===== src/hw/rtl/isc_pkg.sv =====
// ----------------------------------------------------------------------------
// isc_pkg
// shared types and constants for the integration scale select block
// ----------------------------------------------------------------------------
`default_nettype none

package isc_pkg;

	localparam int FRAC_BITS = 16;
	localparam int ROOT_W = 32;
	localparam int RAD_W = 64;
	localparam int DIST_W = 35;
	localparam logic [DIST_W-1:0] QUARTER = DIST_W'(1) << (FRAC_BITS - 2);

	localparam logic REG_SENSOR_MODE = 1'b0;
	localparam logic REG_PIXEL_SIZE = 1'b1;

	localparam logic [31:0] PIXEL_RESET = 32'd2097152;

	typedef struct packed {
		logic signed [31:0] z;
		logic [30:0] voxel;
		logic [1:0] prev;
		logic [1:0] limit;
		logic hyst;
	} side_t;

endpackage

`default_nettype wire


===== src/hw/rtl/isc_level.sv =====
// ----------------------------------------------------------------------------
// isc_level
// two-stage scale evaluation for one distance: multiply, compare, clamp
// ----------------------------------------------------------------------------
`default_nettype none

module isc_level (
	input  wire logic clk,
	input  wire logic signed [isc_pkg::DIST_W-1:0] depth,
	input  wire logic [30:0] voxel,
	input  wire logic [1:0] limit,
	input  wire logic lidar,
	input  wire logic [31:0] pixel,
	output logic [1:0] level
);
	import isc_pkg::*;

	logic pos_s1;
	logic [48:0] pp_lo_s1;
	logic [47:0] pp_hi_s1;
	logic [32:0] kv_s1;
	logic [1:0] limit_s1;

	logic [32:0] du;
	logic [32:0] kv;
	assign du = depth[32:0];
	assign kv = lidar ? (33'(voxel) << 1) : (33'(voxel) + (33'(voxel) << 1));

	always_ff @(posedge clk) begin
		pos_s1 <= !depth[DIST_W-1] && (depth != '0);
		pp_lo_s1 <= 49'(du[16:0]) * 49'(pixel);
		pp_hi_s1 <= 48'(du[32:17]) * 48'(pixel);
		kv_s1 <= kv;
		limit_s1 <= limit;
	end

	logic [65:0] lhs;
	logic [65:0] lhs2;
	logic [1:0] cnt;
	logic [1:0] sel;
	assign lhs = (66'(pp_hi_s1) << 17) + 66'(pp_lo_s1);
	assign lhs2 = lhs << 1;

	always_comb begin
		cnt = 2'd0;
		if (pos_s1) begin
			if (lhs2 >= (66'(kv_s1) << 32)) begin
				cnt = 2'd3;
			end else if (lhs2 >= (66'(kv_s1) << 31)) begin
				cnt = 2'd2;
			end else if (lhs2 >= (66'(kv_s1) << 30)) begin
				cnt = 2'd1;
			end
		end
		sel = (cnt < limit_s1) ? cnt : limit_s1;
	end

	always_ff @(posedge clk) begin
		level <= sel;
	end

endmodule

`default_nettype wire

===== config.mk =====
export PLATFORM = sky130hd
export DESIGN_NAME = isc_level
export DESIGN_NICKNAME = d
export VERILOG_FILES = /design/src/hw/rtl/isc_pkg.sv /design/src/hw/rtl/isc_level.sv
export SDC_FILE = /design/constraint.sdc
export NUM_CORES = 2
export LEC_CHECK = 0
export BUFFER_PORTS_ARGS = -buffer_cell sky130_fd_sc_hd__buf_2
export CORE_MARGIN = 5
export CORE_UTILIZATION = 25
export DETAILED_ROUTE_END_ITERATION = 10
export MAX_ROUTING_LAYER = met4
export PLACE_DENSITY_LB_ADDON = 0.12
export SYNTH_ARGS = -nofsm -noshare
export SYNTH_HDL_FRONTEND = slang
export SYNTH_SLANG_ARGS = --single-unit

===== constraint.sdc =====
create_clock -name clk -period 8.6 [get_ports clk]
set_input_delay 0.86 -clock clk [delete_from_list [all_inputs] [get_ports clk]]
set_output_delay 0.86 -clock clk [all_outputs]
set_load 0.01 [all_outputs]

[Yosys cells after proc, flatten, opt, wreduce, memory -nomap -nowiden]
Cells that the tools add are included.
Widths: inputs -> output; s select.
Storage, ports and cells
  output and inout port bits: 2
  logic and storage cells: 24
  register bits: 135
Cells by class
  add/subtract/negate cells: 2
  muxes and demuxes: 6
  $lt $le $gt $ge: 4
  reductions and logical operators: 3
  multiply operators: 2
Operators with widths (count)
  $ge 66x63->1: 1
  $ge 66x64->1: 1
  $ge 66x65->1: 1
  $add 65x49->65: 1
  $mul 17x32->49: 1
  $mul 16x32->48: 1
  $reduce_bool 35->1: 1
  $add 31x32->33: 1
  $mux 32: 1
  $mux 2: 4
  $lt 2x2->1: 1
  $logic_and 1x1->1: 1
  $logic_not 1->1: 1
  $mux 1: 1

[Logic depth before layout (Yosys ltp)]
  word-level depth: 8
  mapped depth: 29

[Worst setup path after synthesis]
Ideal clock, no wire load.
  path type: input to register
  start point: in depth[18] (netlist name)
  end point: reg pp_hi_s1[44]
  arrival time: 6.760 ns
  path buffers: 2
  stages on the path: 24
  data required time: 8.480 ns
  library setup time: 0.120 ns
  path slack: 1.720 ns
  cells stage by stage: clkbuf_1 > nand2_1 > fa_1 > inv_1 > fa_1 > inv_1 > fa_1 > inv_1 > fa_1 > fa_1 > inv_1 > fa_1 > inv_1 > ha_1 > clkbuf_1 > nand4_1 > a2111oi_0 > a21oi_1 > a211oi_1 > o21ai_1 > o31ai_1 > and3_1 > a41oi_1 > xnor2_1
On the way
  cells in the longest elaborated chain, start to end: 1
RTL lines
  start: declaration: line isc_level.sv:9  | input wire logic signed [isc_pkg::DIST_W-1:0] depth,
  $mul 16x32->48: line isc_level.sv:32  | pp_hi_s1 <= 48'(du[32:17]) * 48'(pixel);
  end signal: assignment: line isc_level.sv:32
  end: declaration: line isc_level.sv:20  | logic [47:0] pp_hi_s1;
Every way passes these cells.
A chain may end at the register's enable or synchronous reset.

[Final worst setup path]
  start point: in pixel[10]
  end point: reg pp_hi_s1[44]
On the way
  cells in the longest elaborated chain, start to end: 1
RTL lines
  start: declaration: line isc_level.sv:13  | input wire logic [31:0] pixel,
  $mul 16x32->48: line isc_level.sv:32
Every way passes these cells.

==> flow_summary.toml <==
[outcome]
status = "completed"

[cts]
clock_latency_ps = 520
clock_path_buffers = 2
htreeDepth = 4
cts_resized = 0
cts_tree = "built"
cts_setup_buffers = 0
cts_buffers = 17
cts_hold_buffers = 0
clock-root-buffer = "clkbuf_16"
cts.sinks = 135
clkTransAtPathRegs_ps = 70

[synthesis]
syn_area_per_cell_um2 = 8.45
synth-compound-area-share_pct = 8.43
synth_mux_area_share_pct = 0.145
synthSimpleGateAreaFrac_pct = 16.8
yosysWarnings = 0
syn_nets = 6384
synthArstFlopShare_pct = 0
synth_ff_type = "dfxtp_1"
ys_types = 64
synth_xor_area_share_pct = 2.96
synthAdderAreaFrac_pct = 53.2
postSynthCellCount = 5005
mappedNetlistArea_um2 = 42300
synth_top_family_by_area = "adder cells"
ys_ff_latch = 135
synth_edf_count = 0
seq_area_frac_synth_pct = 6.39

[die]
initial_core_util_pct = 25.0
num_rows = 151
die-area_um2 = 178000
dieWidth_um = 421
pin_count = 104
fp.dieH_um = 421
core_um2 = 169000

[worst_hold_path]
whs_endpoint = "limit_s1[0]$_DFF_P_"
hp-start = "limit[0]"
hold_depth = 1
hp-class = "input pin to flop"

[setup_path]
required_ps = 8990
worst-setup-path-type = "input pin to flop"
critPathSlowestCell = "fa_1"
crit_path_start_kind = "input pin"
slowest_delay_ps = 570
reg2reg_to = "level[0]$_DFF_P_"
critPathBufInv = 3
path_depth = 21
r2r_cells = 24
cp_common_cell = "fa_1"
cp.arrival_ps = 7880
critical_path.top_delay_family = "adder cells"
end_kind = "flop"
reg2reg_from = "pp_lo_s1[17]$_DFF_P_"
cp_cell_sequence = "buf_2 > buf_4 > nand2_1 > fa_1 > fa_1 > fa_1 > fa_1 > inv_1 > fa_1 > fa_1 > ha_1 > o21a_1 > o21ai_0 > a2111oi_0 > a21oi_1 > a211oi_1 > o21ai_1 > o31ai_1 > and3_1 > a41oi_1 > xnor2_1"
regToRegSetupSlack_ps = 1480
cp_max_fo = 13

[routing]
drt_iter0_markers = 1734
dr.pass1.iters = 5
drt_wl_total_mm = 139
wl_per_cell_um = 19.1
ant_nets = 0
drc = 0
via_count = 32408
vias_per_cell = 4.47

[flow_run]
drv_cap = 0

[timing]
tightest_slew_ps = 984
min_period_ps = 7490
clock_skew_ps = 17.8
drv_slew = 0
rsz0062_at_grt = "false"
fin_setup_tns_ps = 0
hold_viol_final = 0
finalSetupViolCount = 0
max_freq_ghz = 0.134
slew_headroom_pct = 34.4
post-route-period-util_pct = 87.0

[cells_and_area]
final_common_cell = "inv_1"
mostFrequentLayoutCells = "inv_1 (1144), fa_1 (869), nand2_1 (866)"
area_delta_synth_final_pct = 9.28
fin_nets = 6394
drive_above_1_share_pct = 5.21
seqCellArea_um2 = 2700
multi_input_area_um2 = 34500
fillCellCount = 18589

[place]
io_buffers = 103
dp.final_hpwl_mm = 116
globalplace.congestion = 0.815

[grt]
antenna_found_initial = 13
grt_max_degree = 60
grt_pass1_vias = 34531
grt_usage_pct = 16.1
grt_pass1_wl_mm = 214
overflow = 0
-- how the worst max path moves through the flow --
stage | start | end | slack, ps
after global routing | depth[20] | pp_hi_s1[44]$_DFF_P_ | 820
after CTS | depth[22] | pp_hi_s1[44]$_DFF_P_ | 1180
after detailed placement | depth[22] | pp_hi_s1[44]$_DFF_P_ | 620
final | pixel[10] | pp_hi_s1[44]$_DFF_P_ | 1110
after global placement | pixel[12] | pp_hi_s1[44]$_DFF_P_ | 650
after floorplan | depth[18] | pp_hi_s1[44]$_DFF_P_ | 1720
-- final cells by class --
type / instances / share of cell area (%)
inverters: 1144 / 9.29
clock inverters: 14 / 0.290
multi-input cells: 3511 / 74.6
clock buffers: 18 / 0.950
flip-flops and latches: 135 / 5.85
well taps: 2218 / 6.00
diodes: 8 / 0.0433
repair buffers: 206 / 2.95
-- cells in the mapped netlist, types with 58 or more instances --
cell | n | area, µm²
a21o_1 | 97 | 728
a21oi_1 | 163 | 816
and2_1 | 314 | 1960
clkbuf_1 | 214 | 803
dfxtp_1 | 135 | 2700
fa_1 | 869 | 17400
ha_1 | 408 | 5100
inv_1 | 1144 | 4290
nand2_1 | 866 | 3250
nor2_1 | 114 | 428
o21ai_0 | 108 | 541
xnor2_1 | 85 | 744
xor2_1 | 58 | 508
-- stage by stage --
stage / cells / hold WS (ps) / setup slack [ps] / util, % / instance area, µm²
after global placement: 7214 / 483 / 646 / 27.0 / 45600
after detailed placement: 7214 / 486 / 623 / 27.0 / 45600
after floorplan: 5005 / 450 / 1720 / - / 42300
after global routing: 7252 / 426 / 824 / 27.4 / 46200
final: 7254 / 456 / 1110 / 27.4 / 46200
after CTS: 7246 / 397 / 1180 / 27.4 / 46200
-- kinds of logic after synthesis --
kind of cell	count (synthesis)
and+or+nand+nor	1538
muxes	6
xor gates and xnor gates	143
DFF	135
AOI/OAI and AO/OA	547
buffers and inverters	1359
adders and majority gates	1277
-- flip-flops by register name, summed over array words and instances, names as in the netlist --
name,cells
level,2
limit_s1,2
pp_hi_s1,48
kv_s1,33
pp_lo_s1,49
pos_s1,1
-- per-layer routing --
metal	GRT usage (%)	wire [µm]	vias to the layer above
li1	-	-	15171
met3	1.81	5090	52
met5	-	0	-
met1	22.2	66000	16698
met4	2.17	1200	0
met2	26.2	66300	487
Power is not shown: default switching activity piles up to over one toggle a cycle in this logic, so the estimate is an artifact.
