--- src/hw/rtl/isc_pkg.sv ---
// ----------------------------------------------------------------------------
// isc_pkg
// shared types and constants for the integration scale select block
// ----------------------------------------------------------------------------
`default_nettype none

package isc_pkg;

	localparam int FRAC_BITS = 16;
	localparam int ROOT_W = 32;
	localparam int RAD_W = 64;
	localparam int DIST_W = 35;
	localparam logic [DIST_W-1:0] QUARTER = DIST_W'(1) << (FRAC_BITS - 2);

	localparam logic REG_SENSOR_MODE = 1'b0;
	localparam logic REG_PIXEL_SIZE = 1'b1;

	localparam logic [31:0] PIXEL_RESET = 32'd2097152;

	typedef struct packed {
		logic signed [31:0] z;
		logic [30:0] voxel;
		logic [1:0] prev;
		logic [1:0] limit;
		logic hyst;
	} side_t;

endpackage

`default_nettype wire

--- src/hw/rtl/isc_sqrt.sv ---
// ----------------------------------------------------------------------------
// isc_sqrt
// pipelined integer square root, one result bit per stage
// ----------------------------------------------------------------------------
`default_nettype none

module isc_sqrt (
	input  wire logic clk,
	input  wire logic arst_n,
	input  wire logic in_vld,
	input  wire logic [isc_pkg::RAD_W-1:0] rad,
	input  isc_pkg::side_t in_side,
	output logic out_vld,
	output logic [isc_pkg::ROOT_W-1:0] root,
	output isc_pkg::side_t out_side
);
	import isc_pkg::*;

	logic [RAD_W-1:0] rem_s [0:ROOT_W];
	logic [ROOT_W-1:0] root_s [0:ROOT_W];
	logic vld_s [0:ROOT_W];
	side_t side_s [0:ROOT_W];

	assign rem_s[0] = rad;
	assign root_s[0] = '0;
	assign vld_s[0] = in_vld;
	assign side_s[0] = in_side;

	for (genvar k = 0; k < ROOT_W; k++) begin : g_stage
		localparam int B = ROOT_W - 1 - k;
		logic [RAD_W+1:0] trial;
		logic take;
		assign trial = ((RAD_W+2)'(root_s[k]) << (B + 1)) + ((RAD_W+2)'(1) << (2 * B));
		assign take = (RAD_W+2)'(rem_s[k]) >= trial;

		always_ff @(posedge clk or negedge arst_n) begin
			if (!arst_n) begin
				vld_s[k+1] <= 1'b0;
			end else begin
				vld_s[k+1] <= vld_s[k];
			end
		end

		always_ff @(posedge clk) begin
			rem_s[k+1] <= take ? RAD_W'((RAD_W+2)'(rem_s[k]) - trial) : rem_s[k];
			root_s[k+1] <= take ? (root_s[k] | (ROOT_W'(1) << B)) : root_s[k];
			side_s[k+1] <= side_s[k];
		end
	end

	assign out_vld = vld_s[ROOT_W];
	assign root = root_s[ROOT_W];
	assign out_side = side_s[ROOT_W];

endmodule

`default_nettype wire

--- config.mk ---
export PLATFORM = sky130hd
export DESIGN_NAME = isc_sqrt
export DESIGN_NICKNAME = d
export VERILOG_FILES = /design/src/hw/rtl/isc_pkg.sv /design/src/hw/rtl/isc_sqrt.sv
export SDC_FILE = /design/constraint.sdc
export NUM_CORES = 2
export LEC_CHECK = 0
export BUFFER_PORTS_ARGS = -buffer_cell sky130_fd_sc_hd__clkbuf_2
export CAP_MARGIN = 15
export CORE_ASPECT_RATIO = 0.7
export CORE_UTILIZATION = 61
export DETAILED_ROUTE_END_ITERATION = 7
export GPL_ROUTABILITY_DRIVEN = 0
export GPL_TIMING_DRIVEN = 0
export PLACE_DENSITY = 0.78
export SKIP_CTS_REPAIR_TIMING = 1
export SYNTH_ARGS = -nofsm -noshare
export SYNTH_HDL_FRONTEND = slang
export SYNTH_SLANG_ARGS = --single-unit
--- constraint.sdc ---
create_clock -name clk -period 4.2 [get_ports clk]
set_clock_uncertainty 0.1 [all_clocks]
set_input_delay 0.42 -clock clk [delete_from_list [all_inputs] [get_ports clk]]
set_output_delay 0.42 -clock clk [all_outputs]
set_load 0.005 [all_outputs]
== After elaboration in Yosys (flattened, before gate mapping) ==
Cells that the tools add are included.

* Bits in read-only memories: 0
* Register bits after elaboration: 5,216
* Latch bits: 0
* Word-level logic and storage cells: 412
* Memories: 0
* RAM bits: 0
* Bits of input ports: 135

* Muxes and demuxes: 32
* Add/subtract/negate cells: 62
* Magnitude comparators: 32
* Shift operators: 0
* Equal/unequal tests: 0
* Multiply operators: 0
* Divide/modulo/power cells: 0
* Bitwise operators: 0
* Reduce and logical (&&, ||, !) cells: 0

{| class="wikitable"
|+ Operators by type and width
! kind !! count
|-
| $mux W64 || 31
|-
| $ge A64 B66 Y1 || 5
|-
| $sub A64 B64 Y64 || 5
|-
| $add A63 B61 Y64 const B || 1
|-
| $ge A64 B39 Y1 || 1
|-
| $ge A64 B40 Y1 || 1
|-
| $ge A64 B41 Y1 || 1
|-
| $ge A64 B42 Y1 || 1
|-
| $ge A64 B43 Y1 || 1
|-
| $ge A64 B44 Y1 || 1
|-
| $ge A64 B45 Y1 || 1
|-
| $ge A64 B46 Y1 || 1
|-
| $ge A64 B47 Y1 || 1
|-
| $ge A64 B48 Y1 || 1
|-
| $ge A64 B49 Y1 || 1
|-
| $ge A64 B50 Y1 || 1
|-
| $ge A64 B51 Y1 || 1
|-
| $ge A64 B52 Y1 || 1
|-
| $ge A64 B53 Y1 || 1
|-
| $ge A64 B54 Y1 || 1
|-
| $ge A64 B55 Y1 || 1
|-
| $ge A64 B56 Y1 || 1
|-
| $ge A64 B57 Y1 || 1
|-
| $ge A64 B58 Y1 || 1
|-
| other kinds (64) || 64
|}

== Depth between registers and ports, before layout ==
* Depth in word-level cells: 3
* Gate-level depth with buffers: 15
* Mapped depth without buffers: 12

== Least setup slack after synthesis ==
OpenSTA, ideal clock, no wires.

* Path kind: register -> register
* Start point: register rem_s[230] (netlist name)
* End point: register rem_s[187] (netlist name)
* Setup time: 0.134 ns
* Data required time: 3.966 ns
* Data arrival time: 3.451 ns
* Period minus slack after synthesis: 3.684 ns
* Stages on the path, launching flop included: 12
* Setup slack: 0.516 ns
* Cells stage by stage: dfxtp_1 > or4_1 > or3_1 > or4_4 > or2_1 > or3_1 > or4_1 > buf_2 > o211ai_4 > buf_6 > nor4_1 > xor2_1

* Cells in the longest elaborated chain, start to end: 2
* Elaborated cells on any way between the ends: 3
* Classes of those cells: 1 x add/sub; 1 x order compare; 1 x mux

{| class="wikitable"
|+ Ends and longest elaborated chain
! element !! RTL line !! RTL
|-
| from (decl) || isc_sqrt.sv:19 || <nowiki>logic [RAD_W-1:0] rem_s [0:ROOT_W];</nowiki>
|-
| from (signal, indexed assignment) || isc_sqrt.sv:45 || <nowiki>rem_s[k+1] <= take ? RAD_W'((RAD_W+2)'(rem_s[k]) - trial) : rem_s[k];</nowiki>
|-
| $sub A64 B64 Y64 / $ge A64 B66 Y1 (equally long branches) || isc_sqrt.sv:45, isc_sqrt.sv:34 ||
|-
| $mux W64 (*) || isc_sqrt.sv:45 ||
|}

Mark *: on every way between the ends. The rest lies on a longest branch, timed or not.
A chain may end at the register's enable or synchronous reset.

== Worst setup path after layout ==
* Start point: register root_s[265] (netlist name)
* End point: register rem_s[497] (netlist name)

* Cells in the longest elaborated chain, start to end: 3
* Elaborated cells on any way between the ends: 4
* Classes of those cells: 2 x add/sub; 1 x order compare; 1 x mux

{| class="wikitable"
|+ Ends and longest elaborated chain
! element !! RTL line !! RTL
|-
| from (decl) || isc_sqrt.sv:20 || <nowiki>logic [ROOT_W-1:0] root_s [0:ROOT_W];</nowiki>
|-
| from (signal, indexed assignment) || isc_sqrt.sv:46 || <nowiki>root_s[k+1] <= take ? (root_s[k] | (ROOT_W'(1) << B)) : root_s[k];</nowiki>
|-
| $add A40 B15 Y41 (*) || isc_sqrt.sv:33 || <nowiki>assign trial = ((RAD_W+2)'(root_s[k]) << (B + 1)) + ((RAD_W+2)'(1) << (2 * B));</nowiki>
|-
| $sub A64 B41 Y64 / $ge A64 B41 Y1 (equally long branches) || isc_sqrt.sv:45, isc_sqrt.sv:34 ||
|-
| $mux W64 (*) || isc_sqrt.sv:45 ||
|}

Marked as above.

==> results.toml <==
[synthesis]
synth.cells.most_frequent = "sky130_fd_sc_hd__dfxtp_1, sky130_fd_sc_hd__inv_1, sky130_fd_sc_hd__nor2_1"
synth_seq_area_share = 0.6733
synth_most_common_cell = "sky130_fd_sc_hd__dfxtp_1"
synth-main-ff-cell = "sky130_fd_sc_hd__dfxtp_1"
synth_top_area_frac = 0.6676
cell_count_after_synthesis = 11930
synth_cell_type_count = 88
yosys_warnings = 0
mappedNetlistNets = 12620
post-synth-top-area-cell = "sky130_fd_sc_hd__dfxtp_1"
async_flop_share = 0.006780
yosys_register_bits = 4720
synthesis.area_mm2 = 0.1406
synth_area_leaders = "sky130_fd_sc_hd__dfxtp_1, sky130_fd_sc_hd__ha_1, sky130_fd_sc_hd__xor2_1"
post_synth.cell_area_avg_um2 = 11.78
synth_edf_count = 0

[timing]
hold_viol = 0
postLayoutSetupSlackWorst_ns = -0.1815
hold_slack_ns = 0.04156
setup_tns_ns = -0.2756
fmaxAchievable_mhz = 228.2
period_needed_ns = 4.382
finalSetupViolations = 4
final.period_utilization = 1.043
tightest_slew_ns = 1.296
final_max_slew_viol_count = 0
slew-limit-headroom = 0.1244

[final_layout]
post_route_cells_drive_above_1_share = 0.09593
fin_nets = 13420
post_layout_instance_count_excluding_filler_cells = 16120
syn2layout_area_growth_pct = 14.73

[power]
leakage_nw = 72.14
sw_frac_of_total = 0.2915
p_clk_frac = 0.327
p_switching_w = 0.03333
cellPowerDensity_mw_per_mm2 = 709.0
ir_drop_v = 0.0005364
seq_power_share = 0.495
combinational_fraction_of_design_power = 0.178
p_int_w = 0.08101

[critical_path]
timing.critical_path.to_type = "register"
arrival_time_of_the_worst_setup_path_ns = 4.99
timing.reg2reg.setup_slack_ns = -0.18
worst-endpoint-required_ns = 4.80
rr_worst_depth = 11
path_class = "register to register"
timing.critical_path.from_type = "register"
critical_path_peak_fanout = 12

[cts]
clkTransAtPathRegs_ns = 0.07
clock_insertion_delay_worst_skew_ns = 0.90
clock-sinks = 4720
clockBufferDepth = 4
ctsHtreeMaxLevel = 5
cts_buffers = 389
cts_root_buf = "sky130_fd_sc_hd__clkbuf_16"
tritoncts = "done"

[global_routing]
grt.total_usage = 0.2570
global_route_wire_length_before_repair_mm = 475.1
antenna_found_initial = 33
first_global_vias = 86540
grt_start_max_net_pins = 33
grt-ovfl-total = 0

[detailed_routing]
drt-wirelength-per-cell_um = 19.53
route.detailed.drc = 1
route.final.wire_length_mm = 315.0
drt.antenna.violating_nets = 0
detail_route.iter0.violations = 9638
routed_via_density = 5.576
route.vias.total = 89900
drt_pre_antenna_iters = 8

[min_path]
hold_path.class = "input pin to register"
min_path_cells = 2

[run_status]
failed_checks = "DRC, setup timing"
outcome = "finished with violations"

[run]
timing.max_cap.violations = 0

[floorplan]
initial_core_util = 0.6134
row_count = 147
die_width_um = 575.8
io-pin-count = 236
floorplan.die_area_mm2 = 0.2324
height_of_the_chip_um = 403.6
fp.coreArea_mm2 = 0.2292

[place]
placed_cells = 15220
place_hpwl_mm = 219.4
port-buffer-count = 235
## per-layer routing
layer | track usage | vias up | share of wire
met3 | 0.08939 | 821 | 0.11
met5 | 0.01757 | - | 0.0025
li1 | - | 42410 | -
met1 | 0.3550 | 42360 | 0.43
met4 | 0.06877 | 33 | 0.027
met2 | 0.3815 | 4287 | 0.42
## state kept, by name (all words and copies together), names as in the netlist
signal / flops
vld_s: 31
root_s: 496
root: 32
out_vld: 1
side_s: 2108
rem_s: 1984
out_side: 68
## worst max-delay path: stages, from the launching register on
cell and delay, ns:
sky130_fd_sc_hd__dfxtp_1 0.43, sky130_fd_sc_hd__inv_1 0.08, sky130_fd_sc_hd__ha_1 0.40, sky130_fd_sc_hd__nand4_1 0.17, sky130_fd_sc_hd__o21bai_1 0.29, sky130_fd_sc_hd__o211ai_1 0.27, sky130_fd_sc_hd__a211oi_2 0.43, sky130_fd_sc_hd__o21ba_2 0.35
sky130_fd_sc_hd__o221ai_4 0.17, sky130_fd_sc_hd__or4_4 0.56, sky130_fd_sc_hd__nor2_1 0.19, sky130_fd_sc_hd__xor2_2 0.76
## cell families after synthesis
group	share of synthesized area
flip-flops	0.6733
AND/OR/NAND/NOR	0.1067
AO/OA/AOI/OAI	0.08173
buffers and inverters	0.02785
XOR/XNOR	0.05414
adder cells (fa/ha/maj)	0.04967
multiplexers	0.006560
## power groups by stage
stage | Sequential [W] | Combinational [W] | Clock (W)
2_1_floorplan | 0.0551 | 0.0144 | 0
3_3_place_gp | 0.0569 | 0.0181 | 0
3_5_place_dp | 0.0571 | 0.0189 | 0
4_1_cts | 0.0563 | 0.0192 | 0.0379
5_1_grt | 0.0571 | 0.0222 | 0.0399
6_report | 0.0566 | 0.0204 | 0.0373
## stage by stage
stage                 util  total power (W)  instance area [µm²]  setup WS [ns]
floorplan                -          0.06950               140600         0.5156
global placement    0.6352          0.07503               145600        -0.9542
detailed placement  0.6354          0.07604               145600         -1.076
CTS                 0.6937           0.1134               159000         -1.162
global route        0.7037           0.1191               161300        -0.2843
finish              0.7037           0.1143               161300        -0.1815
## final timing paths
check                            startpoint            to
worst min-delay path            in_side[29]  side_s[2137]
worst max register to register  root_s[265]    rem_s[497]
worst min register to register  side_s[199]   side_s[131]
max in group asynchronous            arst_n     vld_s[21]
worst max-delay path            root_s[265]    rem_s[497]
min in group asynchronous            arst_n     vld_s[31]
## final cells by class
type / count / area [µm²]
Timing Repair Buffer: 406 / 2830
Buffer: 274 / 1376
Clock inverter: 150 / 2105
Tap cell: 3054 / 3821
Inverter: 687 / 2587
Multi-Input combinational cell: 6244 / 42540
Antenna cell: 39 / 97.59
Clock buffer: 550 / 11260
Sequential cell: 4720 / 94650
Fill cell: 15150 / 67900
## placed cells by master, fill, tap and decap left out, types with 56 or more instances in the layout
master	Yosys	routed
sky130_fd_sc_hd__a211oi_1	66	62
sky130_fd_sc_hd__a21o_1	228	228
sky130_fd_sc_hd__a21oi_1	596	586
sky130_fd_sc_hd__buf_4	69	81
sky130_fd_sc_hd__clkbuf_1	185	231
sky130_fd_sc_hd__clkbuf_16	0	391
sky130_fd_sc_hd__clkbuf_2	2	260
sky130_fd_sc_hd__clkbuf_8	0	88
sky130_fd_sc_hd__clkinv_2	0	58
sky130_fd_sc_hd__dfxtp_1	4688	4686
sky130_fd_sc_hd__dlygate4sd3_1	0	145
sky130_fd_sc_hd__ha_1	558	558
sky130_fd_sc_hd__inv_1	681	680
sky130_fd_sc_hd__mux2_2	73	73
sky130_fd_sc_hd__nand2_1	605	605
sky130_fd_sc_hd__nand2b_1	109	108
sky130_fd_sc_hd__nand3_1	150	150
sky130_fd_sc_hd__nand4_1	166	166
sky130_fd_sc_hd__nor2_1	630	627
sky130_fd_sc_hd__nor2b_1	64	63
sky130_fd_sc_hd__nor3_1	285	278
sky130_fd_sc_hd__nor4_1	368	357
sky130_fd_sc_hd__nor4b_1	57	56
sky130_fd_sc_hd__o21a_1	104	104
sky130_fd_sc_hd__o21ai_0	446	441
sky130_fd_sc_hd__or2_2	60	60
sky130_fd_sc_hd__or3_1	118	115
sky130_fd_sc_hd__or4_1	74	70
sky130_fd_sc_hd__xnor2_1	413	413
sky130_fd_sc_hd__xor2_1	456	446
(Power assumes the default switching activity.)
